==> src/rtl/core/typeb_card_anticollision_assert.svh <==
// ----------------------------------------------------------------------------
// Type B card anticollision: assertion macros
// Concurrent checks clocked on the rising edge and disabled during reset.
// ----------------------------------------------------------------------------
`ifndef TYPEB_CARD_ANTICOLLISION_ASSERT_SVH
`define TYPEB_CARD_ANTICOLLISION_ASSERT_SVH

`ifndef SYNTHESIS
// antecedent implies consequent in the same cycle
`define TBAC_ASSERT_IMP(lbl, clk, rstn, ante, cons, msg) \
  lbl: assert property (@(posedge clk) disable iff (!rstn) (ante) |-> (cons)) \
    else $error(msg);
// antecedent implies consequent in the next cycle
`define TBAC_ASSERT_NXT(lbl, clk, rstn, ante, cons, msg) \
  lbl: assert property (@(posedge clk) disable iff (!rstn) (ante) |=> (cons)) \
    else $error(msg);
`else
`define TBAC_ASSERT_IMP(lbl, clk, rstn, ante, cons, msg)
`define TBAC_ASSERT_NXT(lbl, clk, rstn, ante, cons, msg)
`endif

`endif

==> src/rtl/core/tbac_pkg.sv <==
// ----------------------------------------------------------------------------
// Type B card anticollision: shared package
// Field widths, command and phase codes, LFSR step and control structs.
// ----------------------------------------------------------------------------
`default_nettype none

package tbac_pkg;

  localparam int unsigned SLOT_LIMIT_DEF = 16;

  localparam int unsigned ID_W     = 32;
  localparam int unsigned FAM_W    = 8;
  localparam int unsigned SEED_W   = 16;
  localparam int unsigned OP_W     = 3;
  localparam int unsigned CNT_W    = 5;
  localparam int unsigned CHAN_W   = 4;
  localparam int unsigned KIND_W   = 2;
  localparam int unsigned CFG_IX_W = 2;

  // divider takes this many dividend bits per cycle
  localparam int unsigned DIV_DIGIT  = 4;
  localparam int unsigned DIV_STEPS  = SEED_W / DIV_DIGIT;
  localparam int unsigned DIV_CNT_W  = $clog2(DIV_STEPS);

  localparam logic [ID_W-1:0]   CARD_ID_RST = 32'd123;
  localparam logic [FAM_W-1:0]  FAMILY_RST  = 8'd2;
  localparam logic [SEED_W-1:0] SEED_RST    = 16'd44257;
  localparam logic [SEED_W-1:0] LFSR_MASK   = 16'hB400;

  localparam logic [CFG_IX_W-1:0] REG_CARD_ID     = 2'd0;
  localparam logic [CFG_IX_W-1:0] REG_CARD_FAMILY = 2'd1;
  localparam logic [CFG_IX_W-1:0] REG_RANDOM_SEED = 2'd2;

  localparam logic [OP_W-1:0] OP_REQB   = 3'd0;
  localparam logic [OP_W-1:0] OP_WUPB   = 3'd1;
  localparam logic [OP_W-1:0] OP_MARK   = 3'd2;
  localparam logic [OP_W-1:0] OP_ATTRIB = 3'd3;
  localparam logic [OP_W-1:0] OP_HLTB   = 3'd4;

  localparam logic [KIND_W-1:0] KIND_ATQB   = 2'd0;
  localparam logic [KIND_W-1:0] KIND_ATTRIB = 2'd1;
  localparam logic [KIND_W-1:0] KIND_HLTB   = 2'd2;

  typedef enum logic [1:0] {
    PH_IDLE   = 2'd0,
    PH_MARKER = 2'd1,
    PH_SELECT = 2'd2,
    PH_HALT   = 2'd3
  } phase_e;

  // controller to datapath
  typedef struct packed {
    logic capture;
    logic draw;
    logic div_step;
    logic commit;
  } cmd_t;

  // datapath to controller
  typedef struct packed {
    logic need_div;
    logic div_last;
    logic has_result;
    logic out_free;
  } stat_t;

  // galois step, zero state replaced by one
  function automatic logic [SEED_W-1:0] lfsr_next(input logic [SEED_W-1:0] v);
    logic [SEED_W-1:0] s;
    s = (v == '0) ? SEED_W'(1) : v;
    if (s[0]) begin
      return (s >> 1) ^ LFSR_MASK;
    end
    return s >> 1;
  endfunction

endpackage

`default_nettype wire

==> src/rtl/core/typeb_card_anticollision.sv <==
// ----------------------------------------------------------------------------
// Type B card anticollision, card side: one reader command per transfer
// Result: registered at commit, after evaluation and, when a slot is drawn, division.
// One command at a time: input stalls until commit; a draw runs the radix-16 divider.
// Reset: card id 123, family 2, LFSR 44257, phase idle; no clearing pass.
// ----------------------------------------------------------------------------
`default_nettype none

module typeb_card_anticollision #(
  parameter int unsigned SLOT_LIMIT = tbac_pkg::SLOT_LIMIT_DEF
) (
  input  wire logic                          clk_i,
  input  wire logic                          rst_ni,
  input  wire logic                          cfg_we_i,
  input  wire logic [tbac_pkg::CFG_IX_W-1:0] cfg_index_i,
  input  wire logic [tbac_pkg::ID_W-1:0]     cfg_data_i,
  input  wire logic                          in_valid_i,
  output logic                               in_stall_o,
  input  wire logic [tbac_pkg::OP_W-1:0]     opcode_i,
  input  wire logic [tbac_pkg::FAM_W-1:0]    family_i,
  input  wire logic [tbac_pkg::CNT_W-1:0]    slot_count_i,
  input  wire logic [tbac_pkg::CNT_W-1:0]    slot_number_i,
  input  wire logic [tbac_pkg::CHAN_W-1:0]   channel_id_i,
  output logic                               out_valid_o,
  input  wire logic                          out_stall_i,
  output logic [tbac_pkg::KIND_W-1:0]        reply_kind_o,
  output logic [tbac_pkg::ID_W-1:0]          reply_id_o,
  output logic [tbac_pkg::CHAN_W-1:0]        assigned_channel_o,
  output logic [1:0]                         phase_after_o
);
  import tbac_pkg::*;

  cmd_t  cmd;
  stat_t stat;

  tbac_ctrl u_ctrl (
    .clk_i      (clk_i),
    .rst_ni     (rst_ni),
    .in_valid_i (in_valid_i),
    .in_stall_o (in_stall_o),
    .stat_i     (stat),
    .cmd_o      (cmd)
  );

  tbac_dp #(
    .SLOT_LIMIT (SLOT_LIMIT)
  ) u_dp (
    .clk_i              (clk_i),
    .rst_ni             (rst_ni),
    .cmd_i              (cmd),
    .stat_o             (stat),
    .cfg_we_i           (cfg_we_i),
    .cfg_index_i        (cfg_index_i),
    .cfg_data_i         (cfg_data_i),
    .opcode_i           (opcode_i),
    .family_i           (family_i),
    .slot_count_i       (slot_count_i),
    .slot_number_i      (slot_number_i),
    .channel_id_i       (channel_id_i),
    .out_valid_o        (out_valid_o),
    .out_stall_i        (out_stall_i),
    .reply_kind_o       (reply_kind_o),
    .reply_id_o         (reply_id_o),
    .assigned_channel_o (assigned_channel_o),
    .phase_after_o      (phase_after_o)
  );

endmodule

`default_nettype wire

==> src/rtl/core/tbac_ctrl.sv <==
// ----------------------------------------------------------------------------
// Type B card anticollision: controller
// Sequences capture, slot draw, division and commit of one reader command.
// ----------------------------------------------------------------------------
`default_nettype none
`include "typeb_card_anticollision_assert.svh"

module tbac_ctrl (
  input  wire logic           clk_i,
  input  wire logic           rst_ni,
  input  wire logic           in_valid_i,
  output logic                in_stall_o,
  input  wire tbac_pkg::stat_t stat_i,
  output tbac_pkg::cmd_t      cmd_o
);
  import tbac_pkg::*;

  typedef enum logic [3:0] {
    ST_IDLE = 4'b0001,
    ST_EVAL = 4'b0010,
    ST_DIV  = 4'b0100,
    ST_EMIT = 4'b1000
  } state_e;

  state_e state_q, state_d;

  always_comb begin
    state_d = state_q;
    cmd_o   = '0;
    unique case (state_q)
      ST_IDLE: begin
        if (in_valid_i) begin
          cmd_o.capture = 1'b1;
          state_d       = ST_EVAL;
        end
      end
      ST_EVAL: begin
        if (stat_i.need_div) begin
          cmd_o.draw = 1'b1;
          state_d    = ST_DIV;
        end else begin
          state_d = ST_EMIT;
        end
      end
      ST_DIV: begin
        cmd_o.div_step = 1'b1;
        if (stat_i.div_last) begin
          state_d = ST_EMIT;
        end
      end
      ST_EMIT: begin
        // hold while an earlier result still waits for its transfer
        if (!stat_i.has_result || stat_i.out_free) begin
          cmd_o.commit = 1'b1;
          state_d      = ST_IDLE;
        end
      end
      default: begin
        state_d = ST_IDLE;
      end
    endcase
  end

  always_ff @(posedge clk_i or negedge rst_ni) begin
    if (!rst_ni) begin
      state_q <= ST_IDLE;
    end else begin
      state_q <= state_d;
    end
  end

  assign in_stall_o = (state_q != ST_IDLE);

  `TBAC_ASSERT_NXT(a_capture_eval, clk_i, rst_ni, cmd_o.capture, state_q == ST_EVAL, "capture did not lead to evaluation")
  `TBAC_ASSERT_NXT(a_div_done, clk_i, rst_ni, state_q == ST_DIV && stat_i.div_last, state_q == ST_EMIT, "division end missed")
  `TBAC_ASSERT_IMP(a_commit_free, clk_i, rst_ni, cmd_o.commit && stat_i.has_result, stat_i.out_free, "result committed over a held result")

endmodule

`default_nettype wire

==> src/rtl/core/tbac_dp.sv <==
// ----------------------------------------------------------------------------
// Type B card anticollision: datapath
// Config registers, command capture, LFSR, radix-16 slot divider, card phase
// and result register.
// ----------------------------------------------------------------------------
`default_nettype none
`include "typeb_card_anticollision_assert.svh"

module tbac_dp #(
  parameter int unsigned SLOT_LIMIT = tbac_pkg::SLOT_LIMIT_DEF
) (
  input  wire logic                          clk_i,
  input  wire logic                          rst_ni,
  input  wire tbac_pkg::cmd_t                cmd_i,
  output tbac_pkg::stat_t                    stat_o,
  input  wire logic                          cfg_we_i,
  input  wire logic [tbac_pkg::CFG_IX_W-1:0] cfg_index_i,
  input  wire logic [tbac_pkg::ID_W-1:0]     cfg_data_i,
  input  wire logic [tbac_pkg::OP_W-1:0]     opcode_i,
  input  wire logic [tbac_pkg::FAM_W-1:0]    family_i,
  input  wire logic [tbac_pkg::CNT_W-1:0]    slot_count_i,
  input  wire logic [tbac_pkg::CNT_W-1:0]    slot_number_i,
  input  wire logic [tbac_pkg::CHAN_W-1:0]   channel_id_i,
  output logic                               out_valid_o,
  input  wire logic                          out_stall_i,
  output logic [tbac_pkg::KIND_W-1:0]        reply_kind_o,
  output logic [tbac_pkg::ID_W-1:0]          reply_id_o,
  output logic [tbac_pkg::CHAN_W-1:0]        assigned_channel_o,
  output logic [1:0]                         phase_after_o
);
  import tbac_pkg::*;

  localparam logic [CNT_W-1:0] LIMIT = CNT_W'(SLOT_LIMIT);

  logic [ID_W-1:0]   card_id_q;
  logic [FAM_W-1:0]  card_family_q;
  logic [SEED_W-1:0] lfsr_q;

  logic [OP_W-1:0]   op_q;
  logic [FAM_W-1:0]  fam_q;
  logic [CNT_W-1:0]  cnt_q;
  logic [CNT_W-1:0]  num_q;
  logic [CHAN_W-1:0] cid_q;
  logic [CNT_W-1:0]  cnt_sat;

  logic [SEED_W-1:0]    div_sh_q;
  logic [CNT_W-1:0]     rem_q, rem_d;
  logic [DIV_CNT_W-1:0] div_cnt_q;

  phase_e           phase_q, phase_d;
  logic [CNT_W-1:0] chosen_slot_q, chosen_slot_d;

  logic              out_valid_q;
  logic [KIND_W-1:0] reply_kind_q, reply_kind_d;
  logic [ID_W-1:0]   reply_id_q, reply_id_d;
  logic [CHAN_W-1:0] chan_q, chan_d;
  phase_e            phase_after_q;

  logic             request, req_ok, multi, has_result;
  logic [CNT_W-1:0] draw_slot;

  // zero and oversized slot counts are folded at capture
  always_comb begin
    cnt_sat = slot_count_i;
    if (slot_count_i == '0) begin
      cnt_sat = CNT_W'(1);
    end else if (slot_count_i > LIMIT) begin
      cnt_sat = LIMIT;
    end
  end

  always_ff @(posedge clk_i) begin
    if (cmd_i.capture) begin
      op_q  <= opcode_i;
      fam_q <= family_i;
      cnt_q <= cnt_sat;
      num_q <= slot_number_i;
      cid_q <= channel_id_i;
    end
  end

  always_ff @(posedge clk_i or negedge rst_ni) begin
    if (!rst_ni) begin
      card_id_q     <= CARD_ID_RST;
      card_family_q <= FAMILY_RST;
      lfsr_q        <= SEED_RST;
    end else begin
      if (cfg_we_i) begin
        unique case (cfg_index_i)
          REG_CARD_ID:     card_id_q     <= cfg_data_i;
          REG_CARD_FAMILY: card_family_q <= cfg_data_i[FAM_W-1:0];
          REG_RANDOM_SEED: lfsr_q        <= cfg_data_i[SEED_W-1:0];
          default: ;
        endcase
      end else if (cmd_i.draw) begin
        lfsr_q <= lfsr_next(lfsr_q);
      end
    end
  end

  // restoring remainder, one hex digit of the dividend per cycle
  always_comb begin
    logic [CNT_W:0] t;
    logic [CNT_W-1:0] r;
    r = rem_q;
    for (int i = 0; i < DIV_DIGIT; i++) begin
      t = {r, div_sh_q[SEED_W-1-i]};
      if (t >= {1'b0, cnt_q}) begin
        t = t - {1'b0, cnt_q};
      end
      r = t[CNT_W-1:0];
    end
    rem_d = r;
  end

  always_ff @(posedge clk_i) begin
    if (cmd_i.draw) begin
      div_sh_q  <= lfsr_next(lfsr_q);
      rem_q     <= '0;
      div_cnt_q <= '0;
    end else if (cmd_i.div_step) begin
      div_sh_q  <= div_sh_q << DIV_DIGIT;
      rem_q     <= rem_d;
      div_cnt_q <= div_cnt_q + DIV_CNT_W'(1);
    end
  end

  assign request = ((phase_q == PH_IDLE) && (op_q == OP_REQB || op_q == OP_WUPB)) ||
                   ((phase_q == PH_HALT) && (op_q == OP_WUPB));
  assign req_ok    = request && (fam_q == '0 || fam_q == card_family_q);
  assign multi     = (cnt_q != CNT_W'(1));
  assign draw_slot = multi ? rem_q + CNT_W'(1) : CNT_W'(1);

  always_comb begin
    phase_d       = phase_q;
    chosen_slot_d = chosen_slot_q;
    has_result    = 1'b0;
    reply_kind_d  = KIND_ATQB;
    reply_id_d    = '0;
    chan_d        = '0;
    unique case (phase_q)
      PH_IDLE, PH_HALT: begin
        if (req_ok) begin
          chosen_slot_d = draw_slot;
          if (draw_slot == CNT_W'(1)) begin
            phase_d    = PH_SELECT;
            has_result = 1'b1;
            reply_id_d = card_id_q;
          end else begin
            phase_d = PH_MARKER;
          end
        end
      end
      PH_MARKER: begin
        if (op_q == OP_MARK && num_q == chosen_slot_q) begin
          phase_d    = PH_SELECT;
          has_result = 1'b1;
          reply_id_d = card_id_q;
        end
      end
      PH_SELECT: begin
        if (op_q == OP_ATTRIB) begin
          phase_d      = PH_HALT;
          has_result   = 1'b1;
          reply_kind_d = KIND_ATTRIB;
          chan_d       = cid_q;
        end else if (op_q == OP_HLTB) begin
          phase_d      = PH_HALT;
          has_result   = 1'b1;
          reply_kind_d = KIND_HLTB;
        end
      end
      default: ;
    endcase
  end

  always_ff @(posedge clk_i or negedge rst_ni) begin
    if (!rst_ni) begin
      phase_q       <= PH_IDLE;
      chosen_slot_q <= '0;
      out_valid_q   <= 1'b0;
    end else begin
      if (cmd_i.commit) begin
        phase_q       <= phase_d;
        chosen_slot_q <= chosen_slot_d;
      end
      if (cmd_i.commit && has_result) begin
        out_valid_q <= 1'b1;
      end else if (!out_stall_i) begin
        out_valid_q <= 1'b0;
      end
    end
  end

  always_ff @(posedge clk_i) begin
    if (cmd_i.commit && has_result) begin
      reply_kind_q  <= reply_kind_d;
      reply_id_q    <= reply_id_d;
      chan_q        <= chan_d;
      phase_after_q <= phase_d;
    end
  end

  assign stat_o.need_div   = req_ok && multi;
  assign stat_o.div_last   = (div_cnt_q == DIV_CNT_W'(DIV_STEPS - 1));
  assign stat_o.has_result = has_result;
  assign stat_o.out_free   = !out_valid_q || !out_stall_i;

  assign out_valid_o        = out_valid_q;
  assign reply_kind_o       = reply_kind_q;
  assign reply_id_o         = reply_id_q;
  assign assigned_channel_o = chan_q;
  assign phase_after_o      = phase_after_q;

  `TBAC_ASSERT_IMP(a_slot_range, clk_i, rst_ni, 1'b1, chosen_slot_q <= LIMIT, "chosen slot beyond limit")
  `TBAC_ASSERT_NXT(a_lfsr_live, clk_i, rst_ni, cmd_i.draw && !cfg_we_i, lfsr_q != '0, "lfsr stepped into zero")
  `TBAC_ASSERT_NXT(a_rem_bound, clk_i, rst_ni, cmd_i.div_step, rem_q < cnt_q, "remainder not below slot count")
  `TBAC_ASSERT_NXT(a_atqb_select, clk_i, rst_ni, cmd_i.commit && has_result && reply_kind_d == KIND_ATQB, phase_q == PH_SELECT, "atqb without waiting for select")

endmodule

`default_nettype wire
==> config.mk <==
export PLATFORM = sky130hd
export DESIGN_NAME = typeb_card_anticollision
export DESIGN_NICKNAME = d
export VERILOG_FILES = /design/src/rtl/core/tbac_pkg.sv /design/src/rtl/core/typeb_card_anticollision.sv /design/src/rtl/core/tbac_ctrl.sv /design/src/rtl/core/tbac_dp.sv
export VERILOG_INCLUDE_DIRS = /design/src /design/src/rtl/core
export SDC_FILE = /design/constraint.sdc
export NUM_CORES = 1
export LEC_CHECK = 0
export BUFFER_PORTS_ARGS = -buffer_cell sky130_fd_sc_hd__clkbuf_2
export CORE_UTILIZATION = 25
export CTS_BUF_LIST = sky130_fd_sc_hd__clkbuf_2 sky130_fd_sc_hd__clkbuf_4 sky130_fd_sc_hd__clkbuf_8
export CTS_CLUSTER_DIAMETER = 30
export CTS_CLUSTER_SIZE = 8
export DETAILED_ROUTE_END_ITERATION = 6
export PLACE_DENSITY_LB_ADDON = 0.25
export SLEW_MARGIN = 15
export SYNTH_ARGS = -nofsm -noshare
export SYNTH_HDL_FRONTEND = slang
export SYNTH_HIERARCHICAL = 1
export SYNTH_SLANG_ARGS = --single-unit
==> constraint.sdc <==
create_clock -name clk_i -period 7.8 [get_ports clk_i]
set_input_delay 1.17 -clock clk_i [delete_from_list [all_inputs] [get_ports clk_i]]
set_output_delay 1.17 -clock clk_i [all_outputs]
set_load 0.02 [all_outputs]
## Word level (Yosys, flattened, before mapping)

Cells that the tools add are included.

- Register bits: 156
- Input bits: 64
- Logic and storage cells: 139
- Bits in latches: 0
- Output and inout port bits: 42
- ROM bits: 0
- RAM bits: 0
- Memories kept: 0

- Div/mod/pow operators: 0
- Reductions and logical operators: 31
- Bitwise operators: 2
- Muxes and demuxes: 50
- Equal/unequal tests: 24
- Add/subtract/negate cells: 6
- $lt $le $gt $ge: 5
- Shift operators: 0
- Multipliers: 0

Operator list:

| cell | number |
|---|---|
| two-way mux 16 bit | 9 |
| two-way mux 32 bit | 3 |
| one-hot mux 32 bit (2 select lines) | 1 |
| two-way mux 5 bit | 6 |
| greater-or-equal comparator 6 x 5 -> 1 bit | 4 |
| subtractor 5 bit | 4 |
| two-way mux 1 bit | 18 |
| zero test 16 bit | 1 |
| two-way mux 4 bit | 4 |
| one-hot mux 4 bit (4 select lines) | 1 |
| two-way mux 2 bit | 6 |
| equality test 2 bit, second input constant | 4 |
| equality test 8 bit | 1 |
| zero test 8 bit | 1 |
| AND reduction 2 bit | 4 |
| equality test 3 x 2 -> 1 bit, second input constant | 2 |
| logical AND 1 bit | 6 |
| != test 2 x 1 -> 1 bit, second input constant | 3 |
| one-hot mux 2 bit (3 select lines) | 1 |
| AND reduction 3 bit | 2 |
| OR reduction 2 bit | 3 |
| adder 5 x 1 -> 5 bit, second input constant | 1 |
| equality test 5 x 1 -> 1 bit, second input constant | 1 |
| equality test 5 bit | 1 |
| other kinds (21) | 31 |

## Longest topological paths before layout

- Word-level depth: 13
- Depth in mapped cells: 31

## Hierarchy

Netlist, hierarchy kept.

Modules (own cells, without submodules):

| module | cells each | area each (um^2) | times used | sequential area each (um^2) |
|---|---|---|---|---|
| tbac_dp | 567 | 7282.0 | 1 | 4192.8 |
| tbac_ctrl | 29 | 254.0 | 1 | 101.3 |

## Worst setup path after synthesis

No wires, ideal clock.

- Path kind: register -> register
- Start: register u_dp.cnt_q[1]
- End: register u_dp.rem_q[2]
- Slack: 0.774 ns
- Setup time: 0.151 ns
- Clock period less this slack: 7.026 ns
- Stages on the path, launching flop included: 29
- Data arrival time: 6.875 ns
- Cell sequence: edfxtp_1 -> inv_1 -> fa_1 -> a21oi_2 -> o22ai_2 -> or3_1 -> buf_6 -> mux2_2 -> ha_1 -> a41o_1 -> o22a_1 -> a211oi_4 -> mux2_2 -> fa_1 -> nand2b_1 -> a21oi_1 -> o22a_1 -> a211oi_1 -> mux2i_2 -> mux2i_1 -> fa_1 -> a21o_1 -> a21o_1 -> a21o_1 -> a21oi_1 -> o41ai_1 -> a221o_2 -> nand4b_1 -> o311ai_0

- Longest elaborated chain between the ends: 8
- Elaborated cells on any way between the ends: 16
- Classes of those cells: add/sub (4); order compare (4); eq/ne (1); mux (6); reduce/logical (1)

Ends and longest elaborated chain:

| what | RTL line | source |
|---|---|---|
| start, declared | tbac_dp.sv:41 | `logic [CNT_W-1:0] cnt_q;` |
| start signal, assigned | tbac_dp.sv:76 | `cnt_q <= cnt_sat;` |
| subtractor 5 bit / greater-or-equal comparator 6 x 5 -> 1 bit (equally long branches) | tbac_dp.sv:109, tbac_dp.sv:108 |  |
| two-way mux 5 bit | tbac_dp.sv:108 | `if (t >= {1'b0, cnt_q}) begin` |
| subtractor 5 bit / greater-or-equal comparator 6 x 5 -> 1 bit (equally long branches) | tbac_dp.sv:109, tbac_dp.sv:108 |  |
| two-way mux 5 bit | tbac_dp.sv:108 |  |
| subtractor 5 bit / greater-or-equal comparator 6 x 5 -> 1 bit (equally long branches) | tbac_dp.sv:109, tbac_dp.sv:108 |  |
| two-way mux 5 bit | tbac_dp.sv:108 |  |
| greater-or-equal comparator 6 x 5 -> 1 bit / subtractor 5 bit (equally long branches) | tbac_dp.sv:108, tbac_dp.sv:109 |  |
| two-way mux 5 bit | tbac_dp.sv:108 |  |
| end signal, assigned | tbac_dp.sv:123 | `rem_q <= rem_d;` |
| end, declared | tbac_dp.sv:47 | `logic [CNT_W-1:0] rem_q, rem_d;` |

Several ways; a longest one is shown, not always the timed one.
A chain may end at the register's enable or synchronous reset.

## Final worst setup path

- Start: register u_dp.cnt_q[0]
- End: register u_dp.rem_q[4]

- Longest elaborated chain between the ends: 8
- Elaborated cells on any way between the ends: 16
- Classes of those cells: add/sub (4); order compare (4); eq/ne (1); mux (6); reduce/logical (1)

Ends and longest elaborated chain:

| what | RTL line |
|---|---|
| subtractor 5 bit / greater-or-equal comparator 6 x 5 -> 1 bit (equally long branches) | tbac_dp.sv:109, tbac_dp.sv:108 |
| two-way mux 5 bit | tbac_dp.sv:108 |
| subtractor 5 bit / greater-or-equal comparator 6 x 5 -> 1 bit (equally long branches) | tbac_dp.sv:109, tbac_dp.sv:108 |
| two-way mux 5 bit | tbac_dp.sv:108 |
| subtractor 5 bit / greater-or-equal comparator 6 x 5 -> 1 bit (equally long branches) | tbac_dp.sv:109, tbac_dp.sv:108 |
| two-way mux 5 bit | tbac_dp.sv:108 |
| subtractor 5 bit / greater-or-equal comparator 6 x 5 -> 1 bit (equally long branches) | tbac_dp.sv:109, tbac_dp.sv:108 |
| two-way mux 5 bit | tbac_dp.sv:108 |

Several ways; a longest one is shown, not always the timed one.

==> impl_metrics.yaml <==
synthesis:
  synth_area_leader_cell: "edfxtp_1"
  syn_nets: 693
  ys_seq_area_share_pct: 57.0
  syn_area_mm2: 0.00754
  synth_edf_count: 81
  ys_types: 61
  synth_top_area_share_pct: 32.3
  ys_warn_count: 6
  postSynthCellCount: 596
  ys.flop_type: "edfxtp_1"
  synthTopCellsByArea: "edfxtp_1 (32%), dfrtp_1 (17%), mux2_2 (8.2%)"
  ys_ff_latch: 156
  syn_avg_cell_area_um2: 12.6
  async_flop_share_pct: 43.6
timing:
  tns_ps: 0
  relSlewSlack_pct: 36.9
  worst_pin_slew_ps: 947
  fin_crit_ps: 7210
  clock_skew_ps: 14.4
  report.final.slew_viol_count: 0
  fmax_mhz: 139
  hold_viol_final: 0
  finalSetupViolCount: 0
  rsz0062_at_grt: "no"
  finalCritPeriodShare_pct: 92.5
floorplanning:
  chipWidth_um: 176
  core.rowCount: 63
  core_area_mm2: 0.0296
  initial_core_util_pct: 25.4
  design.die.area_mm2: 0.0308
  io_pins: 106
  die_y_um: 176
cts:
  cts.clk_slew.worst_paths_ps: 90
  cts_hold_buffers: 0
  clock_path_buffers: 2
  numCtsBuffers: 17
  cts_root_buf: "clkbuf_8"
  cts_tree: "done"
  clock-sinks: 156
  htreeDepth: 4
  clk_latency_ps: 450
critical_path:
  setup.worst_path.start: "u_dp/cnt_q[0]"
  crit_family: "compound AO/OA/AOI/OAI gates"
  path_class: "register to register"
  path_buf_inv: 1
  crit-reg2reg-launch: "u_dp/cnt_q[0]"
  required_ps: 8150
  path_max_fanout: 5
  crit_arrival_ps: 7560
  critical-path-slowest-cell: "edfxtp_1"
  cpPeakStageDelay_ps: 470
  critPathCaptureType: "register"
  crit_path_start_kind: "register"
routing:
  drc: 0
  dr.pass1.iters: 4
  ant_nets: 0
  drt-initial-drc-count: 249
  num_vias: 4807
  post_drt_wl_per_cell_um: 14.9
  routed_wl_um: 16600
  viasPerCell: 4.32
pwr:
  irDropWorstVdd_mv: 0.182
  power.density_mw_per_mm2: 308
  total_leakage_power_nw: 3.76
finish:
  layout-drive-gt1-share_pct: 32.7
  final.fill_count: 3090
  area.growth.synth_to_final_pct: 19.3
  diodes: 0
  finish.utilization_pct: 30.3
  nets: 806
grt:
  grt_pass1_wl_um: 26400
  grt_start_max_net_pins: 69
  grt_pass1_vias: 4811
  grt_usage_pct: 11.1
  met3_usage_pct: 2.01
  busiest_layer: "met2"
  met1_usage_pct: 15.7
  grtUsageMet2_pct: 17.2
  grt_overflow: 0
  antenna_found_initial: 0
placement:
  port_buffers: 105
  hpwl_um: 11800
  gp_congestion: 0.813
min_path:
  hold_class: "register to register"
  min_from: "u_dp/card_id_q[17]"
job:
  drv_cap: 0
status:
  status: "complete, no violations"
## metrics by stage
stage	power, mW	area (µm²)	worst slack, ps	instances	hold slack, ps
final	2.77	8990	588	1112	504
after floorplan	1.88	7540	774	596	465
after global placement	2.14	8550	617	1079	478
after global routing	2.97	8990	37.0	1112	517
after detailed placement	2.13	8550	473	1079	488
after CTS	2.78	8960	429	1111	510
## per-layer routing
metal / vias up / part of all wire, %
met1: 2334 / 50
met2: 75 / 47
met3: 9 / 2.9
met4: 0 / 0.78
met5: - / 0
li1: 2389 / -
## synthesized netlist by cell type (4+ instances only)
cell and count:
a211oi_1 4, a21o_1 9, a21oi_1 16, a31oi_1 6
and2_1 44, clkbuf_1 17, dfrtp_1 52, dfstp_2 16
dfxtp_1 7, edfxtp_1 81, fa_1 4, ha_1 29
inv_1 26, mux2_2 55, mux2i_1 17, nand2_1 35
nand2b_1 6, nand3_1 7, nand3b_1 4, nand4b_1 4
nor2_1 28, nor3_1 9, nor4_1 10, o21ai_0 25
xnor2_1 12, xor2_1 20
## layout by cell type, fill, tap and decap left out, drive strengths merged, types with 11 or more instances in the layout
master / count
o21ai: 25
inv: 33
and2: 44
buf: 11
xnor2: 12
edfxtp: 81
ha: 29
xor2: 20
dfstp: 16
clkbuf: 122
mux2: 55
dfrtp: 52
mux2i: 18
nor2: 28
a21oi: 18
nand2: 35
## cell families (layout without fill, tap and decap cells)
family	after synthesis	in the layout	share of synthesized area [%]
xor gates and xnor gates	32	32	3.72
buffers and inverters	48	174	2.56
muxes	73	73	10.7
and+or+nand+nor	168	168	12.2
adders and majority gates	33	33	5.88
DFF	156	156	57.0
AOI/OAI and AO/OA	86	86	8.05
## final timing paths
check	endpoint	cells after the start	slack, ps
hold reg to reg	u_dp/card_id_q[17]	1	500
max in group asynchronous	u_dp/out_valid_o	2	6250
hold / removal	u_dp/card_id_q[17]	1	500
min in group asynchronous	u_dp/card_id_q[28]	2	930
setup reg to reg	u_dp/rem_q[4]	28	590
setup / recovery	u_dp/rem_q[4]	28	590
## state kept, by name, indices dropped and copies added, names as in the netlist, 8 cells and up
register / count
u_dp/lfsr_q: 16
u_dp/card_family_q: 8
u_dp/div_sh_q: 16
u_dp/reply_id_o: 32
u_dp/card_id_q: 32
u_dp/fam_q: 8
## report_power, final
group	internal (mW)	total, mW	switching (mW)	leakage (nW)
Clock	0.301	0.628	0.327	0.207
Sequential	0.979	1.05	0.0716	1.68
Combinational	0.499	1.09	0.595	1.87
Total	1.78	2.77	0.993	3.76
## cell type report
type	instances	area, µm²	area share (%)
inverters	27	101	1.13
flip-flops and latches	156	4290	47.8
repair buffers	115	601	6.68
multi-input cells	392	3100	34.5
well taps	390	488	5.43
clock buffers	18	248	2.76
clock inverters	14	159	1.77
## repair_timing
item | CTS | global route
resized for setup | 0 | 3
endpoints found under the setup margin | 0 | 5
setup buffers | 0 | 1
Power figures use the tool's default switching activity.
